## src/hw/rtl/xcfp_pkg.sv

```systemverilog
// ----------------------------------------------------------------------------
// XOR-checked frame parser package
// Shared payload types for the frame parser and its result queue.
// ----------------------------------------------------------------------------
package xcfp_pkg;

  // Field codes of the frame.
  localparam logic [1:0] FIELD_TYPE = 2'd0;

  // Result kinds.
  localparam logic KIND_BYTE    = 1'b0;
  localparam logic KIND_VERDICT = 1'b1;

  // Verdict status codes.
  localparam logic [1:0] STATUS_VALID        = 2'd0;
  localparam logic [1:0] STATUS_CKS_MISMATCH = 2'd1;
  localparam logic [1:0] STATUS_BAD_COUNT    = 2'd2;
  localparam logic [1:0] STATUS_BAD_SEQ      = 2'd3;

  localparam logic [7:0] BAR_CHAR = 8'h7C;

  // One received byte of the raw frame.
  typedef struct packed {
    logic [7:0] data_byte;
    logic       end_of_frame;
  } byte_item_t;

  // One result: a field byte or a frame verdict.
  typedef struct packed {
    logic              kind;
    logic [1:0]        field_index;
    logic [7:0]        field_byte;
    logic [1:0]        status;
    logic signed [31:0] sequence_number;
    logic [7:0]        computed_checksum;
    logic [2:0]        part_count;
    logic              has_payload;
    logic              last;
  } result_t;

  // Results produced by one byte, in delivery order.
  typedef struct packed {
    logic [1:0] count;
    result_t    first;
    result_t    second;
  } parse_out_t;

endpackage

```

## src/hw/rtl/xcfp_parse.sv

```systemverilog
// ----------------------------------------------------------------------------
// Frame parser core
// Per-byte state update: delay line, field split, sequence number and XOR.
// ----------------------------------------------------------------------------
module xcfp_parse
  import xcfp_pkg::*;
(
  input  logic       clk,
  input  logic       rst,
  input  logic       take,
  input  byte_item_t item,
  output parse_out_t results
);

  typedef struct packed {
    logic [1:0] len;
    logic [7:0] c1;
    logic [7:0] c0;
  } text_t;

  // Progress of the sequence number parse.
  typedef enum logic [1:0] {
    NUM_BLANKS,
    NUM_AFTER_SIGN,
    NUM_DIGITS,
    NUM_STOPPED
  } num_phase_t;

  logic [7:0]  dly0, dly1, dly0_next, dly1_next;
  logic [1:0]  pos, pos_next;
  logic [7:0]  rx, rx_next, x2, x2_next, x3, x3_next;
  logic [2:0]  bars, bars_next;
  text_t       cur, cur_next, prev, prev_next;
  logic        third_empty, third_empty_next;
  num_phase_t  nphase, nphase_next;
  logic        nneg, nneg_next;
  logic [31:0] nmag, nmag_next;
  logic        novf, novf_next;

  function automatic logic [7:0] hex_digit(input logic [3:0] v);
    hex_digit = (v < 4'd10) ? (8'h30 + {4'd0, v}) : (8'h41 + {4'd0, v} - 8'd10);
  endfunction

  function automatic logic is_blank(input logic [7:0] c);
    is_blank = (c == 8'h20) || (c >= 8'h09 && c <= 8'h0D);
  endfunction

  always_comb begin
    logic [7:0]  c;
    logic [1:0]  fidx;
    logic        hit;
    logic        digit;
    logic [3:0]  d;
    logic [35:0] m;
    logic [2:0]  count;
    logic        pay;
    logic [7:0]  cks;
    logic        bad;
    logic        match;
    text_t       t;
    result_t     fres, vres;

    dly0_next = dly0; dly1_next = dly1; pos_next = pos;
    rx_next = rx; x2_next = x2; x3_next = x3; bars_next = bars;
    cur_next = cur; prev_next = prev; third_empty_next = third_empty;
    nphase_next = nphase; nneg_next = nneg; nmag_next = nmag; novf_next = novf;
    c = dly0;
    fidx = bars[1:0];
    hit = 1'b0;
    digit = (c >= 8'h30) && (c <= 8'h39);
    d = c[3:0];
    m = ({4'd0, nmag} << 3) + ({4'd0, nmag} << 1) + {32'd0, d};

    unique case (pos)
      2'd0: pos_next = 2'd1;
      2'd1: begin
        dly0_next = item.data_byte;
        pos_next = 2'd2;
      end
      2'd2: begin
        dly1_next = item.data_byte;
        pos_next = 2'd3;
      end
      default: begin
        dly0_next = dly1;
        dly1_next = item.data_byte;
        rx_next = rx ^ c;
        if (c == BAR_CHAR) begin
          if (bars == 3'd1) x2_next = rx;
          if (bars == 3'd2) x3_next = rx;
          prev_next = cur;
          cur_next = '0;
          if (bars < 3'd5) bars_next = bars + 3'd1;
        end else begin
          if (bars == 3'd1) begin
            unique case (nphase)
              NUM_BLANKS: begin
                if (is_blank(c)) begin
                  nphase_next = NUM_BLANKS;
                end else if (c == 8'h2B || c == 8'h2D) begin
                  nneg_next = (c == 8'h2D);
                  nphase_next = NUM_AFTER_SIGN;
                end else if (digit) begin
                  nmag_next = {28'd0, d};
                  nphase_next = NUM_DIGITS;
                end else begin
                  novf_next = 1'b1;
                  nphase_next = NUM_STOPPED;
                end
              end
              NUM_AFTER_SIGN: begin
                if (digit) begin
                  nmag_next = {28'd0, d};
                  nphase_next = NUM_DIGITS;
                end else begin
                  novf_next = 1'b1;
                  nphase_next = NUM_STOPPED;
                end
              end
              NUM_DIGITS: begin
                if (digit) begin
                  if (!novf) begin
                    if (m > 36'h0_8000_0000) begin
                      novf_next = 1'b1;
                      nmag_next = 32'h8000_0000;
                    end else begin
                      nmag_next = m[31:0];
                    end
                  end
                end else begin
                  nphase_next = NUM_STOPPED;
                end
              end
              default: nphase_next = nphase;
            endcase
          end
          if (bars == 3'd2) third_empty_next = 1'b0;
          if (cur.len == 2'd0) cur_next.c0 = c;
          if (cur.len == 2'd1) cur_next.c1 = c;
          if (cur.len < 2'd3) cur_next.len = cur.len + 2'd1;
          hit = (bars <= 3'd3);
        end
      end
    endcase

    // The verdict reads the number state as registered: a count of three or
    // four needs at least two bars, so the sequence field is already closed.
    count = bars_next + {2'd0, (cur_next.len != 2'd0)};
    if (count > 3'd5) count = 3'd5;
    pay = (count == 3'd4) && !third_empty_next;
    cks = pay ? x3_next : x2_next;
    bad = novf || (nphase == NUM_BLANKS) || (nphase == NUM_AFTER_SIGN) ||
          (!nneg && nmag[31]);
    t = (cur_next.len != 2'd0) ? cur_next : prev_next;
    match = (t.len == 2'd2) && (t.c0 == hex_digit(cks[7:4])) &&
            (t.c1 == hex_digit(cks[3:0]));

    fres = '0;
    fres.kind = KIND_BYTE;
    fres.field_index = fidx;
    fres.field_byte = c;
    fres.last = !item.end_of_frame;

    vres = '0;
    vres.kind = KIND_VERDICT;
    vres.field_index = FIELD_TYPE;
    vres.part_count = count;
    vres.last = 1'b1;
    if (count != 3'd3 && count != 3'd4) begin
      vres.status = STATUS_BAD_COUNT;
    end else if (bad) begin
      vres.status = STATUS_BAD_SEQ;
      vres.computed_checksum = cks;
      vres.has_payload = pay;
    end else begin
      vres.status = match ? STATUS_VALID : STATUS_CKS_MISMATCH;
      vres.sequence_number = nneg ? (32'd0 - nmag) : nmag;
      vres.computed_checksum = cks;
      vres.has_payload = pay;
    end

    results = '0;
    if (take) begin
      if (hit) begin
        results.first = fres;
        results.second = vres;
        results.count = item.end_of_frame ? 2'd2 : 2'd1;
      end else if (item.end_of_frame) begin
        results.first = vres;
        results.count = 2'd1;
      end
    end
  end

  always_ff @(posedge clk) begin
    if (rst || (take && item.end_of_frame)) begin
      pos <= 2'd0;
      dly0 <= '0;
      dly1 <= '0;
      rx <= '0;
      x2 <= '0;
      x3 <= '0;
      bars <= '0;
      cur <= '0;
      prev <= '0;
      third_empty <= 1'b1;
      nphase <= NUM_BLANKS;
      nneg <= 1'b0;
      nmag <= '0;
      novf <= 1'b0;
    end else if (take) begin
      pos <= pos_next;
      dly0 <= dly0_next;
      dly1 <= dly1_next;
      rx <= rx_next;
      x2 <= x2_next;
      x3 <= x3_next;
      bars <= bars_next;
      cur <= cur_next;
      prev <= prev_next;
      third_empty <= third_empty_next;
      nphase <= nphase_next;
      nneg <= nneg_next;
      nmag <= nmag_next;
      novf <= novf_next;
    end
  end

`ifndef SYNTHESIS
  a_eof_restart: assert property (@(posedge clk) disable iff (rst)
    take && item.end_of_frame |=> pos == 2'd0 && bars == 3'd0)
    else $error("parser state not cleared after frame end");
  a_eof_verdict: assert property (@(posedge clk) disable iff (rst)
    take && item.end_of_frame |-> results.count != 2'd0)
    else $error("frame end produced no verdict");
  a_head_silent: assert property (@(posedge clk) disable iff (rst)
    take && !item.end_of_frame && pos != 2'd3 |-> results.count == 2'd0)
    else $error("result produced while delay line fills");
`endif

endmodule

```

## src/hw/rtl/xcfp_fifo.sv

```systemverilog
// ----------------------------------------------------------------------------
// Result queue
// Four-entry queue: up to two results in per cycle, one out unless stalled.
// ----------------------------------------------------------------------------
module xcfp_fifo
  import xcfp_pkg::*;
(
  input  logic       clk,
  input  logic       rst,
  input  parse_out_t push,
  output logic       no_room,
  output logic       valid,
  input  logic       stall,
  output result_t    data
);

  result_t    mem [4];
  logic [1:0] wptr, rptr;
  logic [2:0] count;
  logic       pop;

  assign valid   = (count != 3'd0);
  assign pop     = valid && !stall;
  assign no_room = (count > 3'd2);
  assign data    = mem[rptr];

  always_ff @(posedge clk) begin
    if (push.count != 2'd0) mem[wptr] <= push.first;
    if (push.count == 2'd2) mem[wptr + 2'd1] <= push.second;
  end

  always_ff @(posedge clk) begin
    if (rst) begin
      wptr <= '0;
      rptr <= '0;
      count <= '0;
    end else begin
      wptr <= wptr + push.count;
      if (pop) rptr <= rptr + 2'd1;
      count <= count + {1'b0, push.count} - {2'd0, pop};
    end
  end

`ifndef SYNTHESIS
  a_bound: assert property (@(posedge clk) disable iff (rst) count <= 3'd4)
    else $error("result queue over capacity");
  a_push_room: assert property (@(posedge clk) disable iff (rst)
    push.count != 2'd0 |-> !no_room)
    else $error("push into a queue without room");
  a_reset_empty: assert property (@(posedge clk) rst |=> count == 3'd0)
    else $error("queue not empty after reset");
`endif

endmodule

```

## src/hw/rtl/xor_checked_frame_parser_top.sv

```systemverilog
// ----------------------------------------------------------------------------
// XOR-checked frame parser
// Splits a bar-delimited frame into tagged field bytes and a frame verdict.
// ----------------------------------------------------------------------------
// The block takes one raw frame byte per cycle on the frame channel and can
// accept a byte in every cycle. The parser state is updated at the edge that
// accepts a byte, and the results of that byte are written into the result
// queue at that same edge; the queue offers them on the result channel after
// any older results. A byte yields at most two results (a field byte and,
// on the final byte, the verdict); the four-entry queue delivers one result
// per cycle while the result side is not stalled, and a frame of N bytes (N at
// least three) yields at most N - 2 results: up to N - 3 field bytes and one
// verdict. The frame channel stalls only while the queue holds more than two
// results, which happens only when the result side is stalled. The first frame
// byte and the last two are dropped; the rest is split on '|', bytes of the
// first four fields are tagged with their field index, and after the final
// byte a verdict transaction gives the field count, the parsed sequence
// number, the XOR checksum and a status.
module xor_checked_frame_parser_top
  import xcfp_pkg::*;
(
  input  logic       clk,
  input  logic       rst,
  input  logic       frame_valid,
  output logic       frame_stall,
  input  byte_item_t frame_data,
  output logic       result_valid,
  input  logic       result_stall,
  output result_t    result_data
);

  logic       take;
  logic       no_room;
  parse_out_t parsed;

  // A transaction is taken whenever the queue can absorb two more results.
  assign frame_stall = no_room;
  assign take        = frame_valid && !no_room;

  xcfp_parse u_parse (
    .clk     (clk),
    .rst     (rst),
    .take    (take),
    .item    (frame_data),
    .results (parsed)
  );

  // The queue is the result register stage and keeps the two sides apart.
  xcfp_fifo u_fifo (
    .clk     (clk),
    .rst     (rst),
    .push    (parsed),
    .no_room (no_room),
    .valid   (result_valid),
    .stall   (result_stall),
    .data    (result_data)
  );

endmodule

```

## config.mk

```make
export PLATFORM = sky130hd
export DESIGN_NAME = xor_checked_frame_parser_top
export DESIGN_NICKNAME = d
export VERILOG_FILES = /design/src/hw/rtl/xcfp_pkg.sv /design/src/hw/rtl/xcfp_parse.sv /design/src/hw/rtl/xcfp_fifo.sv /design/src/hw/rtl/xor_checked_frame_parser_top.sv
export SDC_FILE = /design/constraint.sdc
export NUM_CORES = 1
export LEC_CHECK = 0
export BUFFER_PORTS_ARGS = -buffer_cell sky130_fd_sc_hd__clkbuf_2
export CORE_MARGIN = 4
export CORE_UTILIZATION = 40
export DETAILED_ROUTE_END_ITERATION = 7
export GPL_TIMING_DRIVEN = 0
export HOLD_SLACK_MARGIN = 0.1
export SLEW_MARGIN = 20
export SYNTH_ARGS = -nofsm -noshare
export SYNTH_HDL_FRONTEND = slang
export SYNTH_HIERARCHICAL = 1
export SYNTH_SLANG_ARGS = --single-unit
export TNS_END_PERCENT = 30
```

## constraint.sdc

```tcl
create_clock -name clk -period 9.9 [get_ports clk]
set_clock_uncertainty 0.05 [all_clocks]
set_input_delay 0.495 -clock clk [delete_from_list [all_inputs] [get_ports clk]]
set_output_delay 0.495 -clock clk [all_outputs]
set_load 0.005 [all_outputs]
```

-- Word-level counts from Yosys, hierarchy flattened
Memory sizes are Yosys's and may differ from the RTL's. A register that Yosys moved wholly into a read port is not among the register bits.
Cells that the tools add are included.
- $add $sub $neg: 17
- $lt $le $gt $ge: 12
- eq/ne operators: 23
- multiplexer cells: 65
- bitwise operators: 6
- reduce and logical (&&, ||, !) cells: 40
- operators by type and width (kind ; count):
    two-way mux 32 bit ; 8
    two-way mux 118 bit ; 1
    one-hot mux 32 bit (3 select lines) ; 1
    two-way mux 18 bit ; 5
    two-way mux 8 bit ; 11
    two-way mux 60 bit ; 1
    two-way mux 59 bit ; 1
    two-way mux 58 bit ; 1
    two-way mux 40 bit ; 1
    adder 35 x 33 -> 36 bit ; 1
    adder 36 x 4 -> 36 bit ; 1
    > comparator 36 x 32 -> 1 bit, second input constant ; 1
    subtractor 1 x 32 -> 32 bit, first input constant ; 1
    equality test 8 x 6 -> 1 bit, second input constant ; 3
    two-way mux 1 bit ; 18
    two-way mux 2 bit ; 9
    adder 7 x 4 -> 8 bit, first input constant ; 2
    equality test 8 bit ; 2
    one-hot mux 8 bit (2 select lines) ; 1
    subtractor 8 x 4 -> 8 bit, second input constant ; 2
    adder 6 x 4 -> 7 bit, first input constant ; 2
    two-way mux 3 bit ; 4
    one-hot mux 2 bit (3 select lines) ; 2
    logical AND 1 bit ; 10
    other kinds (41) ; 74
- register bits after elaboration: 125
- memory bits (writable): 232
- input port bits: 13
- output and inout port bits: 60
- memories: 1
- memory list (name ; depth ; width ; rd ports ; clocked after memory_dff ; wr ports ; line ; RTL):
    u_fifo.mem ; 4 ; 58 ; 1 ; 1 ; 2 ; xcfp_fifo.sv:17 ; result_t mem [4];

-- Depth between registers and ports, before layout
- depth after elaboration: 26
- gate-level depth with buffers: 25
- gate-level depth less buffers: 21

-- Hierarchy
Netlist, hierarchy kept.
- modules (own cells, without submodules) (module ; times used ; cells each ; area each (sq um) ; seq. area each (sq um)):
    xcfp_fifo ; 1 ; 617 ; 11798.8 ; 7146.9
    xcfp_parse ; 1 ; 1301 ; 9589.2 ; 2362.3
    xor_checked_frame_parser_top ; 1 ; 1 ; 13.8 ; 0.0

-- Least setup slack after synthesis
OpenSTA, ideal clock, no wires.
- path type: register -> register
- start point: reg u_parse.pos[0]
- end point: mem u_fifo/mem[0][0] (netlist bit), enable pin
- arrival time: 6423 ps
- slack: 2867 ps
- stages on the path, launching flop included: 11
- buffers on the path: 3
- period minus slack after synthesis: 7033 ps
- cell sequence: dfxtp_1 -> ha_1 -> buf_2 -> buf_1 -> o21ai_0 -> nor2_1 -> ha_1 -> and2_1 -> buf_4 -> nor2_1 -> o31ai_1
- RTL lines (item ; line ; RTL):
    start, declared ; xcfp_parse.sv:30 ; logic [1:0] pos, pos_next;
    start signal, assigned ; xcfp_parse.sv:212 ; pos <= pos_next;
    end, declared ; xcfp_fifo.sv:17 ;

==> run metrics <==
Total Routing Usage GR about a fifth; Flop pwr share a little over two fifths; Final Max Slew Viols 0; Mapped Cells between 1.5k and 2k; fin nets between 2k and 2.5k; vias about 15k; Post-Syn Area per Cell 11.2 sq um; maximum VDD drop a little under 100 uV; data arrival time of the worst path 6.86 ns; Post-synth top cells 232 x edfxtp_1, 221 x nor2_1, 185 x nand2_1; sw frac between 20% and 30%; reg2reg setup slack around 3.3 ns; post-layout util between 40% and 50%; Synth top area share between 30% and 40%; Initial Utilization between 40% and 50%; hold_buf cts 0; vias per inst ~5.6; DRT Wirelength between 50000 and 60000 um; pre-CTS WS around 3.4 ns; maximum clock rate roughly 0.15 GHz; latest clock arrival within the worst-skew pair between 0.5 and 0.6 ns; most numerous cell in the Yosys netlist edfxtp_1; RSZ-0062 raised after global routing false; GP Congestion 0.844; Synth Flop Type edfxtp_1; CP endpoint kind flop; Net Sw Power roughly 1000 uW; post-route clock period utilization between 60% and 70%; fill count approximately 4.8k; post-CTS setup buffers 0; area occupied by multi-input gates about 11000 sq um; DRC violation count after routing 0; Placed Area 22900 sq um; cell taking the most area after synthesis edfxtp_1; clock network power share 39.3%; Max clock buf depth 3; Worst slew margin between 20% and 30%; PnR worst setup slack between 3 and 4 ns; Max Cap Violations 0; synth warn 6; CTS tree done; Inserted Diodes 0; area of the die approximately 57000 sq um; synthesized cell area approximately 21000 sq um; Yosys cell types 92; Leak approximately 0.0094 uW; final setup vio count 0; post-DP HPWL about 42000 um; CP Launch Type flop; first-pass GRT wire length 89900 um; DR pass1 iterations 5; num rows 84; Die Width roughly 240 um; initial antenna violation count 0; WL/cell around 21 um; Internal around 2800 uW; post-synthesis sequential area ratio between 40% and 50%; number of synthesized flops with an enable pin 232; combinational power share between 10% and 20%; Root Driver clkbuf_16; area grow syn2layout 13.2%; final hold viol count 0; H-tree Lvls 2; Max Fanout on Critical Path 10; vias in the first global route about 16k; Core Box Area 52800 sq um; measured slew at the worst slew-check pin between 1 and 1.5 ns; layout cells sized above 1 24.2%; status finished, final reports clean; Min-Delay Path Class in -> reg; largest net degree at the start of global routing 34; clk sinks approximately 360; post-cts sizing count 0; IO Count between 70 and 80; clock period minus worst slack approximately 6.6 ns; required time of the critical path ~10 ns; Synth area leaders edfxtp_1 33%, dfxtp_1 12%, mux2_2 9.7%; Reg area 9510 sq um; register bit total from synthesis 359; Routed Antenna Nets 0; post-route cell area 24200 sq um; Die H ~240 um; Reg clk slew, reported paths 0.06 ns; pwr dens between 150 and 200 nW/um^2; CTS buffer count between 40 and 50; final hold slack between 0.1 and 0.15 ns; Post-synth ARST share 0%; grt ovf 0; Detailed Route Iter0 Violations about 1.3k; number of port buffers slightly above 70; WS Path Type reg -> reg
==> worst max-delay path, stage by stage (launching register included) <==
cell	delay, ns
dfxtp_1	0.36
ha_1	0.26
buf_2	0.20
or3_1	0.32
clkbuf_1	0.25
and2_1	0.26
ha_1	0.18
ha_1	0.36
or2_2	0.34
a21oi_1	0.16
nand3_2	0.18
mux2_4	0.37
buf_6	0.15
o211ai_1	0.67
ha_1	0.37
inv_1	0.06
a2bb2oi_1	0.20
xnor2_1	0.16
nand4_1	0.16
a2111oi_2	0.68
nor2_1	0.23
mux2_1	0.35
==> metal layers <==
layer  global-route usage, %  routed length, um  vias up
li1                        -                  -     7419
met1                    27.1              25800     7589
met2                    33.9              27700      403
met3                    3.19               3190       82
met4                    4.50               1150        0
met5                       0                  0        -
==> cell usage in the layout (no fill, tap or decap), types with 29 or more instances in the layout <==
cell type | synthesis | routed
mux2_2 | 184 | 184
a21oi_1 | 102 | 102
xor2_1 | 36 | 36
o21ai_0 | 62 | 62
mux2_4 | 30 | 30
clkbuf_16 | 0 | 43
clkbuf_2 | 0 | 72
inv_1 | 35 | 35
clkbuf_1 | 59 | 65
ha_1 | 87 | 87
mux2i_1 | 30 | 30
mux4_2 | 58 | 58
edfxtp_1 | 232 | 232
nand2_1 | 185 | 185
xnor2_1 | 29 | 29
dfxtp_1 | 127 | 127
nor2_1 | 221 | 220
==> worst paths after layout <==
| kind | start | end | cells after the start |
|---|---|---|---|
| setup / recovery | u_parse/pos[0] | u_fifo/mem[1][45] | 21 |
| hold / removal | frame_data[5] | u_parse/dly1[4] | 3 |
| setup reg to reg | u_parse/pos[0] | u_fifo/mem[1][45] | 21 |
| hold reg to reg | u_parse/prev[3] | u_parse/prev[3] | 2 |
==> cells by family after synthesis <==
logic type / count (synthesis) / share of synthesized area, %
compound gates: 336 / 10.4
xor+xnor: 66 / 2.77
fa+ha+maj: 90 / 5.37
buf+inv: 156 / 3.81
flops: 359 / 44.4
mux: 325 / 20.5
other cells: 1 / 0.0175
simple gates: 586 / 12.7
==> power by group through the flow <==
stage,Combinational [uW],Sequential (uW),Clock [uW]
final,644,1680,1510
after floorplan,399,1710,0
after CTS,658,1680,1550
after global routing,701,1690,1610
after detailed placement,655,1710,0
after global placement,635,1720,0
==> layout make-up <==
class	instances	area share, %
plain buffers	120	2.81
clock buffers	53	4.76
clock inverters	22	0.759
inverters	36	0.558
multi-input cells	1413	46.0
flip-flops and latches	359	39.2
well taps	688	3.55
repair buffers	83	2.29
==> flip-flops by register name, indices dropped and copies added, names as in the netlist, 8 cells and up, named ones only <==
register,count
u_parse/x2,8
u_parse/nmag,32
u_parse/dly1,8
u_parse/dly0,8
u_fifo/mem,232
u_parse/rx,8
u_parse/prev,18
u_parse/x3,8
u_parse/cur,18
==> stage by stage <==
step                power [uW]  instances  TNS (ns)
global route              4000       2774         0
detailed placement        2370       2699         0
CTS                       3890       2774         0
finish                    3830       2774         0
floorplan                 2110       1928         0
global placement          2360       2688   -100.04
No activity file was read; power rests on OpenSTA's default activity.
